`config.mk`:
```
export PLATFORM = sky130hd
export DESIGN_NAME = rotor_zero_offset_calibrator_top_flat
export DESIGN_NICKNAME = d
export VERILOG_FILES = /design/src/hdl/rzoc_pkg.sv /design/src/hdl/rzoc_channels_if.sv /design/src/hdl/rotor_zero_offset_calibrator_top.sv /design/src/hdl/rzoc_csr.sv /design/src/hdl/rzoc_input_stage.sv /design/src/hdl/rzoc_core.sv /design/src/flat_wrapper.sv
export SDC_FILE = /design/constraint.sdc
export NUM_CORES = 2
export LEC_CHECK = 0
export ABC_AREA = 0
export BUFFER_PORTS_ARGS = -buffer_cell sky130_fd_sc_hd__buf_2
export CAP_MARGIN = 5
export CORE_MARGIN = 2
export CORE_UTILIZATION = 24
export DETAILED_ROUTE_END_ITERATION = 10
export MAX_ROUTING_LAYER = met4
export PLACE_DENSITY = 0.48
export SLEW_MARGIN = 20
export SYNTH_ARGS = -nofsm -noshare
export SYNTH_HDL_FRONTEND = slang
export SYNTH_SLANG_ARGS = --single-unit
export TNS_END_PERCENT = 1
```
`constraint.sdc`:
```
create_clock -name clock -period 10.7 [get_ports clock]
set_input_delay 1.605 -clock clock [delete_from_list [all_inputs] [get_ports clock]]
set_output_delay 1.605 -clock clock [all_outputs]
set_load 0.005 [all_outputs]
```
`src/hdl/rzoc_pkg.sv`:
```
// Shared types and constants of the rotor zero-offset calibrator.
package rzoc_pkg;

   // Operation carried by an input item.
   typedef enum logic [1:0] {
      OP_TICK  = 2'd0,
      OP_START = 2'd1,
      OP_ABORT = 2'd2
   } op_type;

   // Calibration phase, which is also the reported status.
   typedef enum logic [2:0] {
      PH_IDLE  = 3'd0,
      PH_ALIGN = 3'd1,
      PH_SPIN  = 3'd2,
      PH_DONE  = 3'd3,
      PH_FAIL  = 3'd4
   } phase_type;

   // Register indexes of the configuration port.
   typedef enum logic [2:0] {
      CSR_ALIGN_DURATION   = 3'd0,
      CSR_SPIN_DURATION    = 3'd1,
      CSR_ELECTRICAL_SPEED = 3'd2,
      CSR_MINIMUM_MOVEMENT = 3'd3,
      CSR_POLE_PAIR_COUNT  = 3'd4,
      CSR_ALIGN_VOLTAGE    = 3'd5,
      CSR_SPIN_VOLTAGE     = 3'd6
   } csr_index_type;

   localparam int unsigned CsrIndexBits = 3;
   localparam int unsigned CsrDataBits  = 32;
   localparam int unsigned TickBits     = 24;
   localparam int unsigned SpeedBits    = 32;
   localparam int unsigned ElapsedBits  = 16;
   localparam int unsigned PortAngleBits = 16;
   localparam int unsigned VoltageBits  = 16;
   localparam int unsigned MovementBits = 15;
   localparam int unsigned PoleBits     = 7;
   // The angle step is the speed-time product with sixteen fraction bits dropped.
   localparam int unsigned StepShift    = 16;

   // Configuration register contents.
   typedef struct packed {
      logic        [TickBits-1:0]     align_duration;
      logic        [TickBits-1:0]     spin_duration;
      logic signed [SpeedBits-1:0]    electrical_speed;
      logic        [MovementBits-1:0] minimum_movement;
      logic        [PoleBits-1:0]     pole_pair_count;
      logic signed [VoltageBits-1:0]  align_voltage;
      logic signed [VoltageBits-1:0]  spin_voltage;
   } cfg_type;

endpackage

```
`src/hdl/rzoc_channels_if.sv`:
```
// Valid/ready channel interfaces for the calibrator's items and results.
interface rzoc_req_if;
   logic        valid;
   logic        ready;
   logic [1:0]  op;
   logic [15:0] elapsed_us;
   logic [15:0] mech_angle;

   modport source (output valid, output op, output elapsed_us, output mech_angle,
                   input ready);
   modport sink (input valid, input op, input elapsed_us, input mech_angle,
                 output ready);
endinterface

interface rzoc_rsp_if;
   logic               valid;
   logic               ready;
   logic [2:0]         status;
   logic               drive_active;
   logic signed [15:0] d_voltage;
   logic signed [15:0] q_voltage;
   logic [15:0]        command_angle;
   logic               direction_reversed;
   logic [15:0]        zero_offset;

   modport source (output valid, output status, output drive_active, output d_voltage,
                   output q_voltage, output command_angle, output direction_reversed,
                   output zero_offset, input ready);
   modport sink (input valid, input status, input drive_active, input d_voltage,
                 input q_voltage, input command_angle, input direction_reversed,
                 input zero_offset, output ready);
endinterface

```
`src/hdl/rotor_zero_offset_calibrator_top.sv`:
```
// Top level of the rotor zero-offset calibrator.
//
//  Channel   Direction  Handshake         Payload
//  req_if    in         valid / ready     op, elapsed_us, mech_angle
//  rsp_if    out        valid / ready     status, drive_active, d/q_voltage,
//                                         command_angle, direction_reversed, zero_offset
//  csr_*     in         csr_wr_en         csr_index, csr_wdata
//
// One item is accepted per cycle unless a stalled result keeps the input register full.
// The input register captures the item with its speed-time angle step; the phase logic
// then updates the state and loads the result register, which offers the result.
// Reset is synchronous; no clearing pass is needed.
// A stalled result holds its register, and the input register fills behind it.
module rotor_zero_offset_calibrator_top
   import rzoc_pkg::*;
#(
   parameter int unsigned ANGLE_BITS = 16
) (
   input  logic                    clock,
   input  logic                    reset,
   rzoc_req_if.sink                req_if,
   rzoc_rsp_if.source              rsp_if,
   input  logic                    csr_wr_en,
   input  logic [CsrIndexBits-1:0] csr_index,
   input  logic [CsrDataBits-1:0]  csr_wdata
);

   cfg_type               cfg;
   logic                  stg_valid;
   logic                  stg_ready;
   op_type                stg_op;
   logic [ANGLE_BITS-1:0] stg_mech;
   logic [ANGLE_BITS-1:0] stg_step;

   // Configuration registers.
   rzoc_csr u_csr (
      .clock     (clock),
      .reset     (reset),
      .csr_wr_en (csr_wr_en),
      .csr_index (csr_index),
      .csr_wdata (csr_wdata),
      .cfg       (cfg)
   );

   // Input register with the angle step product.
   rzoc_input_stage #(.ANGLE_BITS(ANGLE_BITS)) u_input_stage (
      .clock            (clock),
      .reset            (reset),
      .req_if           (req_if),
      .electrical_speed (cfg.electrical_speed),
      .stg_valid        (stg_valid),
      .stg_ready        (stg_ready),
      .stg_op           (stg_op),
      .stg_mech         (stg_mech),
      .stg_step         (stg_step)
   );

   // Phase logic and result register.
   rzoc_core #(.ANGLE_BITS(ANGLE_BITS)) u_core (
      .clock     (clock),
      .reset     (reset),
      .cfg       (cfg),
      .stg_valid (stg_valid),
      .stg_ready (stg_ready),
      .stg_op    (stg_op),
      .stg_mech  (stg_mech),
      .stg_step  (stg_step),
      .rsp_if    (rsp_if)
   );

endmodule

```
`src/hdl/rzoc_csr.sv`:
```
// Configuration register bank of the calibrator.
module rzoc_csr
   import rzoc_pkg::*;
(
   input  logic                    clock,
   input  logic                    reset,
   input  logic                    csr_wr_en,
   input  logic [CsrIndexBits-1:0] csr_index,
   input  logic [CsrDataBits-1:0]  csr_wdata,
   output cfg_type                 cfg
);

   cfg_type cfg_ff;
   cfg_type cfg_in;

   // Decode the write and replace the addressed register; unknown indexes are ignored.
   always_comb begin
      cfg_in = cfg_ff;
      if (csr_wr_en) begin
         unique case (csr_index_type'(csr_index))
            CSR_ALIGN_DURATION:   cfg_in.align_duration   = csr_wdata[TickBits-1:0];
            CSR_SPIN_DURATION:    cfg_in.spin_duration    = csr_wdata[TickBits-1:0];
            CSR_ELECTRICAL_SPEED: cfg_in.electrical_speed = signed'(csr_wdata[SpeedBits-1:0]);
            CSR_MINIMUM_MOVEMENT: cfg_in.minimum_movement = csr_wdata[MovementBits-1:0];
            CSR_POLE_PAIR_COUNT:  cfg_in.pole_pair_count  = csr_wdata[PoleBits-1:0];
            CSR_ALIGN_VOLTAGE:    cfg_in.align_voltage    = signed'(csr_wdata[VoltageBits-1:0]);
            CSR_SPIN_VOLTAGE:     cfg_in.spin_voltage     = signed'(csr_wdata[VoltageBits-1:0]);
            default: begin
               cfg_in = cfg_ff;
            end
         endcase
      end
   end

   // Registers with their documented reset values.
   always_ff @(posedge clock) begin
      if (reset) begin
         cfg_ff.align_duration   <= TickBits'(1000);
         cfg_ff.spin_duration    <= TickBits'(1000);
         cfg_ff.electrical_speed <= '0;
         cfg_ff.minimum_movement <= '0;
         cfg_ff.pole_pair_count  <= PoleBits'(1);
         cfg_ff.align_voltage    <= '0;
         cfg_ff.spin_voltage     <= '0;
      end else begin
         cfg_ff <= cfg_in;
      end
   end

   assign cfg = cfg_ff;

endmodule

```
`src/hdl/rzoc_input_stage.sv`:
```
// Input register of the calibrator: captures an item and its angle step.
module rzoc_input_stage
   import rzoc_pkg::*;
#(
   parameter int unsigned ANGLE_BITS = 16
) (
   input  logic                     clock,
   input  logic                     reset,
   rzoc_req_if.sink                 req_if,
   input  logic signed [SpeedBits-1:0] electrical_speed,
   output logic                     stg_valid,
   input  logic                     stg_ready,
   output op_type                   stg_op,
   output logic [ANGLE_BITS-1:0]    stg_mech,
   output logic [ANGLE_BITS-1:0]    stg_step
);

   localparam int unsigned ProdBits = SpeedBits + ElapsedBits + 1;

   logic                        valid_ff, valid_in;
   op_type                      op_ff;
   logic [ANGLE_BITS-1:0]       mech_ff;
   logic [ANGLE_BITS-1:0]       step_ff;
   logic signed [ProdBits-1:0]  prod;
   logic                        accept;

   // The stage takes a new item whenever it is empty or its item moves on.
   assign req_if.ready = !valid_ff || stg_ready;
   assign accept       = req_if.valid && req_if.ready;

   // Speed times elapsed time; only the whole angle units are kept, modulo one turn.
   assign prod = electrical_speed * signed'({1'b0, req_if.elapsed_us});

   always_comb begin
      valid_in = valid_ff;
      if (accept) begin
         valid_in = 1'b1;
      end else if (stg_ready) begin
         valid_in = 1'b0;
      end
   end

   always_ff @(posedge clock) begin
      if (reset) begin
         valid_ff <= 1'b0;
      end else begin
         valid_ff <= valid_in;
      end
   end

   // Payload capture.
   always_ff @(posedge clock) begin
      if (accept) begin
         op_ff   <= op_type'(req_if.op);
         mech_ff <= ANGLE_BITS'(req_if.mech_angle);
         step_ff <= prod[StepShift +: ANGLE_BITS];
      end
   end

   assign stg_valid = valid_ff;
   assign stg_op    = op_ff;
   assign stg_mech  = mech_ff;
   assign stg_step  = step_ff;

endmodule

```
`src/hdl/rzoc_core.sv`:
```
// Calibration state machine and result register.
module rzoc_core
   import rzoc_pkg::*;
#(
   parameter int unsigned ANGLE_BITS = 16
) (
   input  logic                  clock,
   input  logic                  reset,
   input  cfg_type               cfg,
   input  logic                  stg_valid,
   output logic                  stg_ready,
   input  op_type                stg_op,
   input  logic [ANGLE_BITS-1:0] stg_mech,
   input  logic [ANGLE_BITS-1:0] stg_step,
   rzoc_rsp_if.source            rsp_if
);

   localparam logic [ANGLE_BITS-1:0] AngleHalf = {1'b1, {(ANGLE_BITS-1){1'b0}}};

   // Calibration state.
   phase_type             phase_ff, phase_in;
   logic [TickBits-1:0]   tick_ff, tick_in;
   logic [ANGLE_BITS-1:0] cmd_angle_ff, cmd_angle_in;
   logic [ANGLE_BITS-1:0] aligned_ff, aligned_in;
   logic                  reversed_ff, reversed_in;
   logic [ANGLE_BITS-1:0] offset_ff, offset_in;

   // Result register.
   logic                    rsp_valid_ff, rsp_valid_in;
   phase_type               status_ff, status_in;
   logic                    drive_ff, drive_in;
   logic signed [VoltageBits-1:0] d_ff, d_in, q_ff, q_in;
   logic [PortAngleBits-1:0] angle_out_ff, angle_out_in;
   logic                    dir_out_ff;
   logic [PortAngleBits-1:0] offset_out_ff, offset_out_in;

   logic                           load;
   logic [TickBits-1:0]            tick_next;
   logic [ANGLE_BITS-1:0]          move;
   logic                           move_negative;
   logic [ANGLE_BITS-1:0]          move_mag;
   logic [ANGLE_BITS+PoleBits-1:0] scaled_full;
   logic [ANGLE_BITS-1:0]          scaled;
   logic                           move_enough;

   // The result register loads when it is empty or its result is being taken.
   assign stg_ready = !rsp_valid_ff || rsp_if.ready;
   assign load      = stg_valid && stg_ready;

   // Spin end evaluation: signed movement wrapped to half a turn, and the offset.
   assign tick_next     = tick_ff + TickBits'(1);
   assign move          = stg_mech - aligned_ff;
   assign move_negative = move > AngleHalf;
   assign move_mag      = move_negative ? (ANGLE_BITS'(0) - move) : move;
   assign move_enough   = 32'(move_mag) > 32'(cfg.minimum_movement);
   assign scaled_full   = cfg.pole_pair_count * aligned_ff;
   assign scaled        = scaled_full[ANGLE_BITS-1:0];

   // Next state for one item.
   always_comb begin
      phase_in     = phase_ff;
      tick_in      = tick_ff;
      cmd_angle_in = cmd_angle_ff;
      aligned_in   = aligned_ff;
      reversed_in  = reversed_ff;
      offset_in    = offset_ff;
      if (load) begin
         unique case (stg_op)
            OP_START: begin
               phase_in     = PH_ALIGN;
               tick_in      = '0;
               cmd_angle_in = '0;
               aligned_in   = stg_mech;
               reversed_in  = 1'b0;
               offset_in    = '0;
            end
            OP_ABORT: begin
               phase_in     = PH_IDLE;
               tick_in      = '0;
               cmd_angle_in = '0;
            end
            OP_TICK: begin
               if (phase_ff == PH_ALIGN) begin
                  tick_in = tick_next;
                  if (tick_next >= cfg.align_duration) begin
                     aligned_in = stg_mech;
                     tick_in    = '0;
                     phase_in   = PH_SPIN;
                  end
               end else if (phase_ff == PH_SPIN) begin
                  cmd_angle_in = cmd_angle_ff + stg_step;
                  tick_in      = tick_next;
                  if (tick_next >= cfg.spin_duration) begin
                     if (move_enough) begin
                        reversed_in = move_negative;
                        offset_in   = move_negative ? scaled : (ANGLE_BITS'(0) - scaled);
                        phase_in    = PH_DONE;
                     end else begin
                        phase_in = PH_FAIL;
                     end
                  end
               end
            end
            default: begin
               phase_in = phase_ff;
            end
         endcase
      end
   end

   // Result fields, taken from the state after the item.
   always_comb begin
      status_in     = phase_in;
      drive_in      = (phase_in == PH_ALIGN) || (phase_in == PH_SPIN);
      d_in          = (phase_in == PH_ALIGN) ? cfg.align_voltage : '0;
      q_in          = (phase_in == PH_SPIN) ? cfg.spin_voltage : '0;
      angle_out_in  = '0;
      if (phase_in == PH_SPIN) begin
         angle_out_in = PortAngleBits'(32'(cmd_angle_in));
      end
      offset_out_in = PortAngleBits'(32'(offset_in));
      rsp_valid_in  = load ? 1'b1 : (rsp_if.ready ? 1'b0 : rsp_valid_ff);
   end

   // Control state with reset.
   always_ff @(posedge clock) begin
      if (reset) begin
         phase_ff     <= PH_IDLE;
         tick_ff      <= '0;
         cmd_angle_ff <= '0;
         aligned_ff   <= '0;
         reversed_ff  <= 1'b0;
         offset_ff    <= '0;
         rsp_valid_ff <= 1'b0;
      end else begin
         phase_ff     <= phase_in;
         tick_ff      <= tick_in;
         cmd_angle_ff <= cmd_angle_in;
         aligned_ff   <= aligned_in;
         reversed_ff  <= reversed_in;
         offset_ff    <= offset_in;
         rsp_valid_ff <= rsp_valid_in;
      end
   end

   // Result payload.
   always_ff @(posedge clock) begin
      if (load) begin
         status_ff     <= status_in;
         drive_ff      <= drive_in;
         d_ff          <= d_in;
         q_ff          <= q_in;
         angle_out_ff  <= angle_out_in;
         dir_out_ff    <= reversed_in;
         offset_out_ff <= offset_out_in;
      end
   end

   assign rsp_if.valid              = rsp_valid_ff;
   assign rsp_if.status             = status_ff;
   assign rsp_if.drive_active       = drive_ff;
   assign rsp_if.d_voltage          = d_ff;
   assign rsp_if.q_voltage          = q_ff;
   assign rsp_if.command_angle      = angle_out_ff;
   assign rsp_if.direction_reversed = dir_out_ff;
   assign rsp_if.zero_offset        = offset_out_ff;

   // The state only moves when an item passes into the result register.
   a_state_holds: assert property (@(posedge clock) disable iff (reset)
      !load |=> $stable(phase_ff) && $stable(tick_ff) && $stable(cmd_angle_ff))
      else $error("calibration state changed without an item");

   // A waiting result is not overwritten.
   a_result_holds: assert property (@(posedge clock) disable iff (reset)
      rsp_valid_ff && !rsp_if.ready |=> rsp_valid_ff && $stable(status_ff)
         && $stable(offset_out_ff))
      else $error("pending result was lost");

   // Drive is reported exactly in the driving phases.
   a_drive_phase: assert property (@(posedge clock) disable iff (reset)
      rsp_valid_ff |-> drive_ff == ((status_ff == PH_ALIGN) || (status_ff == PH_SPIN)))
      else $error("drive flag disagrees with status");

   // The tick counter is clear while idle.
   a_tick_idle: assert property (@(posedge clock) disable iff (reset)
      (phase_ff == PH_IDLE) |-> (tick_ff == '0))
      else $error("tick counter running while idle");

endmodule

```
`src/flat_wrapper.sv`:
```
// flat-port wrapper written by rule: the top's interface ports become plain ports
module rotor_zero_offset_calibrator_top_flat import rzoc_pkg::*;
#(
   parameter int unsigned ANGLE_BITS = 16
)
  (clock, reset, csr_wr_en, csr_index, csr_wdata, req_if_valid, req_if_op, req_if_elapsed_us, req_if_mech_angle, req_if_ready, rsp_if_valid, rsp_if_status, rsp_if_drive_active, rsp_if_d_voltage, rsp_if_q_voltage, rsp_if_command_angle, rsp_if_direction_reversed, rsp_if_zero_offset, rsp_if_ready);
  rzoc_req_if req_if_i ();
  rzoc_rsp_if rsp_if_i ();
  input  logic clock;
  input  logic reset;
  input  logic csr_wr_en;
  input  logic [CsrIndexBits-1:0] csr_index;
  input  logic [CsrDataBits-1:0] csr_wdata;
  input wire logic [$bits(req_if_i.valid)-1:0] req_if_valid;
  input wire logic [$bits(req_if_i.op)-1:0] req_if_op;
  input wire logic [$bits(req_if_i.elapsed_us)-1:0] req_if_elapsed_us;
  input wire logic [$bits(req_if_i.mech_angle)-1:0] req_if_mech_angle;
  output wire logic [$bits(req_if_i.ready)-1:0] req_if_ready;
  output wire logic [$bits(rsp_if_i.valid)-1:0] rsp_if_valid;
  output wire logic [$bits(rsp_if_i.status)-1:0] rsp_if_status;
  output wire logic [$bits(rsp_if_i.drive_active)-1:0] rsp_if_drive_active;
  output wire logic [$bits(rsp_if_i.d_voltage)-1:0] rsp_if_d_voltage;
  output wire logic [$bits(rsp_if_i.q_voltage)-1:0] rsp_if_q_voltage;
  output wire logic [$bits(rsp_if_i.command_angle)-1:0] rsp_if_command_angle;
  output wire logic [$bits(rsp_if_i.direction_reversed)-1:0] rsp_if_direction_reversed;
  output wire logic [$bits(rsp_if_i.zero_offset)-1:0] rsp_if_zero_offset;
  input wire logic [$bits(rsp_if_i.ready)-1:0] rsp_if_ready;
  assign req_if_i.valid = req_if_valid;
  assign req_if_i.op = req_if_op;
  assign req_if_i.elapsed_us = req_if_elapsed_us;
  assign req_if_i.mech_angle = req_if_mech_angle;
  assign req_if_ready = req_if_i.ready;
  assign rsp_if_valid = rsp_if_i.valid;
  assign rsp_if_status = rsp_if_i.status;
  assign rsp_if_drive_active = rsp_if_i.drive_active;
  assign rsp_if_d_voltage = rsp_if_i.d_voltage;
  assign rsp_if_q_voltage = rsp_if_i.q_voltage;
  assign rsp_if_command_angle = rsp_if_i.command_angle;
  assign rsp_if_direction_reversed = rsp_if_i.direction_reversed;
  assign rsp_if_zero_offset = rsp_if_i.zero_offset;
  assign rsp_if_i.ready = rsp_if_ready;
  rotor_zero_offset_calibrator_top #(.ANGLE_BITS(ANGLE_BITS)) u_core (.clock(clock), .reset(reset), .req_if(req_if_i), .rsp_if(rsp_if_i), .csr_wr_en(csr_wr_en), .csr_index(csr_index), .csr_wdata(csr_wdata));
endmodule
```
==> impl_metrics.py <==
metrics = {
    "status": {
        "outcome": "complete, no violations",
    },
    "global_route": {
        "grt_pass1_wl_um": 129000,
        "antenna_found_initial": 4,
        "grt_pass1_vias": 21900,
        "grt_usage": 0.140,
        "grt_max_degree": 88,
        "gr-total-overflow": 0,
    },
    "timing": {
        "timing.final.max_slew_violations": 0,
        "rsz0062_at_grt": "false",
        "hold_viol": 0,
        "whs_ps": 449,
        "setup_viol": 0,
        "finalSetupTns_ps": 0,
        "finClkSkew_ps": 40.0,
        "relSlewSlack": 0.307,
        "final.period_utilization": 0.693,
        "min_period_ps": 7420,
        "fmax_ghz": 0.135,
        "worst_slew_pin_slew_ps": 1040,
    },
    "logic_synthesis": {
        "ys_seq_area_frac": 0.253,
        "synth_fa_ha_area_frac": 0.332,
        "synth_top_family_by_area": "adder cells",
        "synth-seq-cells": 315,
        "synth-async-reset-ratio": 0,
        "synth_nets": 3910,
        "synth-main-ff-cell": "dfxtp_1",
        "synth-compound-area-share": 0.0977,
        "synth_xor_area_frac": 0.0414,
        "synth_area_per_cell_um2": 8.83,
        "syn_inst": 3281,
        "synthMuxAreaShare": 0.00734,
        "synth_edf_count": 103,
        "yosys.area_share.simple": 0.183,
        "synth_area_um2": 29000,
        "ys_warn_count": 0,
        "yosysUniqueCellTypes": 76,
    },
    "clocking": {
        "tritoncts": "built",
        "post_cts_resize_count": 0,
        "htree_levels": 2,
        "clock-root-buffer": "clkbuf_16",
        "cts_setup_buffers": 0,
        "clock_latency_ps": 590,
        "numCtsBuffers": 38,
        "cts_sinks": 315,
        "clk_pin_slew_ps": 70,
        "cts_max_path_buffers": 3,
        "cts_hold_buf": 0,
    },
    "hold_path": {
        "hp-class": "reg -> reg",
        "hold-path-cell-count": 2,
        "worstHoldStart": "u_core.u_csr.cfg[11]$_SDFFE_PP0P_",
        "min_to": "u_core.u_csr.cfg[11]$_SDFFE_PP0P_",
    },
    "job": {
        "drv_cap": 0,
    },
    "route": {
        "drt_wl_total_um": 83500,
        "drt-initial-drc-count": 1205,
        "via_count": 21700,
        "wl_per_cell_um": 16.8,
        "drt_first_pass_iters": 5,
        "ant_nets": 0,
        "drc_errors": 0,
        "via_per_inst": 4.35,
    },
    "setup_path": {
        "reg2reg_to": "u_core.u_core.rsp_if.command_angle[12]$_SDFFCE_PP0P_",
        "path_buf_inv": 4,
        "slowest_stage": "fa_1",
        "r2r_slack_ps": 3730,
        "rr_worst_depth": 22,
        "path_class": "in -> reg",
        "cpMostUsedCell": "fa_1",
        "path_cells": "buf_2, nand2_1, fa_1, inv_1, fa_1, inv_1, fa_1, fa_1, inv_1, fa_1, fa_1, ha_1, a211oi_1, o21ai_0, a21oi_1, o211ai_1, o22a_1, a41o_1, a21oi_1, nand2b_1, a21oi_1, xnor2_1",
        "crit_fanout": 30,
        "critPathTopFamily": "adder cells",
        "timing.rr.start": "u_core.u_core.aligned_ff[0]$_SDFFE_PP0P_",
        "cp_data_arrival_time_ps": 7760,
        "critPathRequiredTime_ps": 11040,
        "cp-end-kind": "flop",
        "setup.worst_path.start_class": "input pin",
        "critical_path.max_stage_delay_ps": 570,
    },
    "placed_design": {
        "dp_hpwl_um": 63100,
        "io_buffers": 144,
        "globalplace.congestion": 0.833,
    },
    "cells_and_area": {
        "largest_register_ffs": 134,
        "antenna_cells": 0,
        "final_layout_size_suffix_gt1_frac": 0.0753,
        "syn2layout_area_growth_pct": 13.0,
        "nNetsFinal": 3973,
        "n_fill_cell": 13100,
        "final_cell_mix": "619 x nand2_1, 510 x inv_1, 356 x fa_1",
        "final_common_cell": "nand2_1",
    },
    "floorplanning": {
        "die-area_um2": 124000,
        "ios": 145,
        "num_rows": 127,
        "core_um2": 120000,
        "die_y_um": 351,
        "die_w_um": 351,
        "start_util": 0.242,
    },
    "power": {
        "p_int_mw": 2.32,
        "sw_frac_of_total": 0.292,
        "switchingPower_mw": 0.955,
        "ir_drop_mv": 0.0978,
        "p_seq_frac": 0.400,
        "p_leak_nw": 13.7,
        "clockPowerShare": 0.436,
        "power_density_nw_per_um2": 100,
        "p_comb_frac": 0.164,
    },
}
==> layer usage <==
metal / GRT usage / share of wire / vias to the layer above
met5: - / 0 / -
met4: 0.0289 / 0.017 / 0
met3: 0.0160 / 0.043 / 73
met2: 0.222 / 0.46 / 414
met1: 0.191 / 0.48 / 10700
li1: - / - / 10500
==> worst min-delay path, delay by kind of cell (launching register included) <==
family,cells,cell delay (ps)
flops,1,300
simple gates,1,50
compound gates,1,50
==> kinds of logic (layout without fill, tap and decap cells) <==
family,Yosys count,after routing
adder cells (fa/ha/maj),555,555
flip-flops,315,315
AND/OR/NAND/NOR,1159,1159
buffers and inverters,653,746
AO/OA/AOI/OAI,441,441
multiplexers,21,21
XOR/XNOR,137,137
==> synthesized netlist by cell type, types with 21 or more instances <==
cell type / n / area, um^2
a22oi_1: 33 / 248
a21o_1: 32 / 240
nor2b_1: 41 / 257
fa_1: 356 / 7130
o21ai_0: 47 / 235
clkbuf_1: 135 / 507
a21oi_1: 195 / 976
nor2_1: 147 / 552
edfxtp_1: 103 / 3090
nand2b_1: 21 / 131
and3_1: 21 / 131
inv_1: 511 / 1920
and2_1: 203 / 1270
xor2_1: 33 / 289
nand3_1: 35 / 175
nand2_1: 619 / 2320
ha_1: 199 / 2490
dfxtp_1: 212 / 4240
xnor2_1: 104 / 911
nor3_1: 22 / 110
==> area by class of cell <==
cell class	count	area, um^2	area share
multi-input cells	2313	19200	0.587
flip-flops and latches	315	7340	0.224
well taps	1612	2020	0.0616
inverters	511	1920	0.0586
clock buffers	49	1090	0.0332
repair buffers	165	885	0.0270
clock inverters	21	265	0.00810
==> power by group through the flow <==
stage / Sequential, mW / Clock [mW] / Combinational, mW
global placement: 1.34 / 0 / 0.535
CTS: 1.31 / 1.48 / 0.543
floorplan: 1.32 / 0 / 0.364
finish: 1.31 / 1.43 / 0.537
detailed placement: 1.34 / 0 / 0.539
global route: 1.31 / 1.52 / 0.609
==> stage by stage <==
stage          area, um^2  setup slack, ps  instances  power (mW)   util
5_1_grt             32700             2990       4986        3.44  0.273
2_1_floorplan       29000             3170       3281        1.68      -
3_5_place_dp        31400             2650       4916        1.88  0.262
6_report            32700             3280       4986        3.27  0.273
4_1_cts             32700             3290       4986        3.33  0.273
3_3_place_gp        31400             2730       4916        1.87  0.262
==> worst max-delay path by stage <==
stage,end,depth (start not counted),slack (ps),startpoint
finish,u_core.u_input_stage.stg_step[14]$_DFFE_PP_,22,3280,req_if_elapsed_us[2]
detailed placement,u_core.u_input_stage.stg_step[14]$_DFFE_PP_,22,2650,req_if_elapsed_us[2]
global placement,u_core.u_input_stage.stg_step[14]$_DFFE_PP_,22,2730,req_if_elapsed_us[2]
global route,u_core.u_input_stage.stg_step[14]$_DFFE_PP_,22,2990,req_if_elapsed_us[2]
CTS,u_core.u_input_stage.stg_step[14]$_DFFE_PP_,22,3290,req_if_elapsed_us[2]
floorplan,u_core.u_input_stage.stg_step[10]$_DFFE_PP_,24,3170,req_if_elapsed_us[3]
Power figures use the tool's default switching activity.
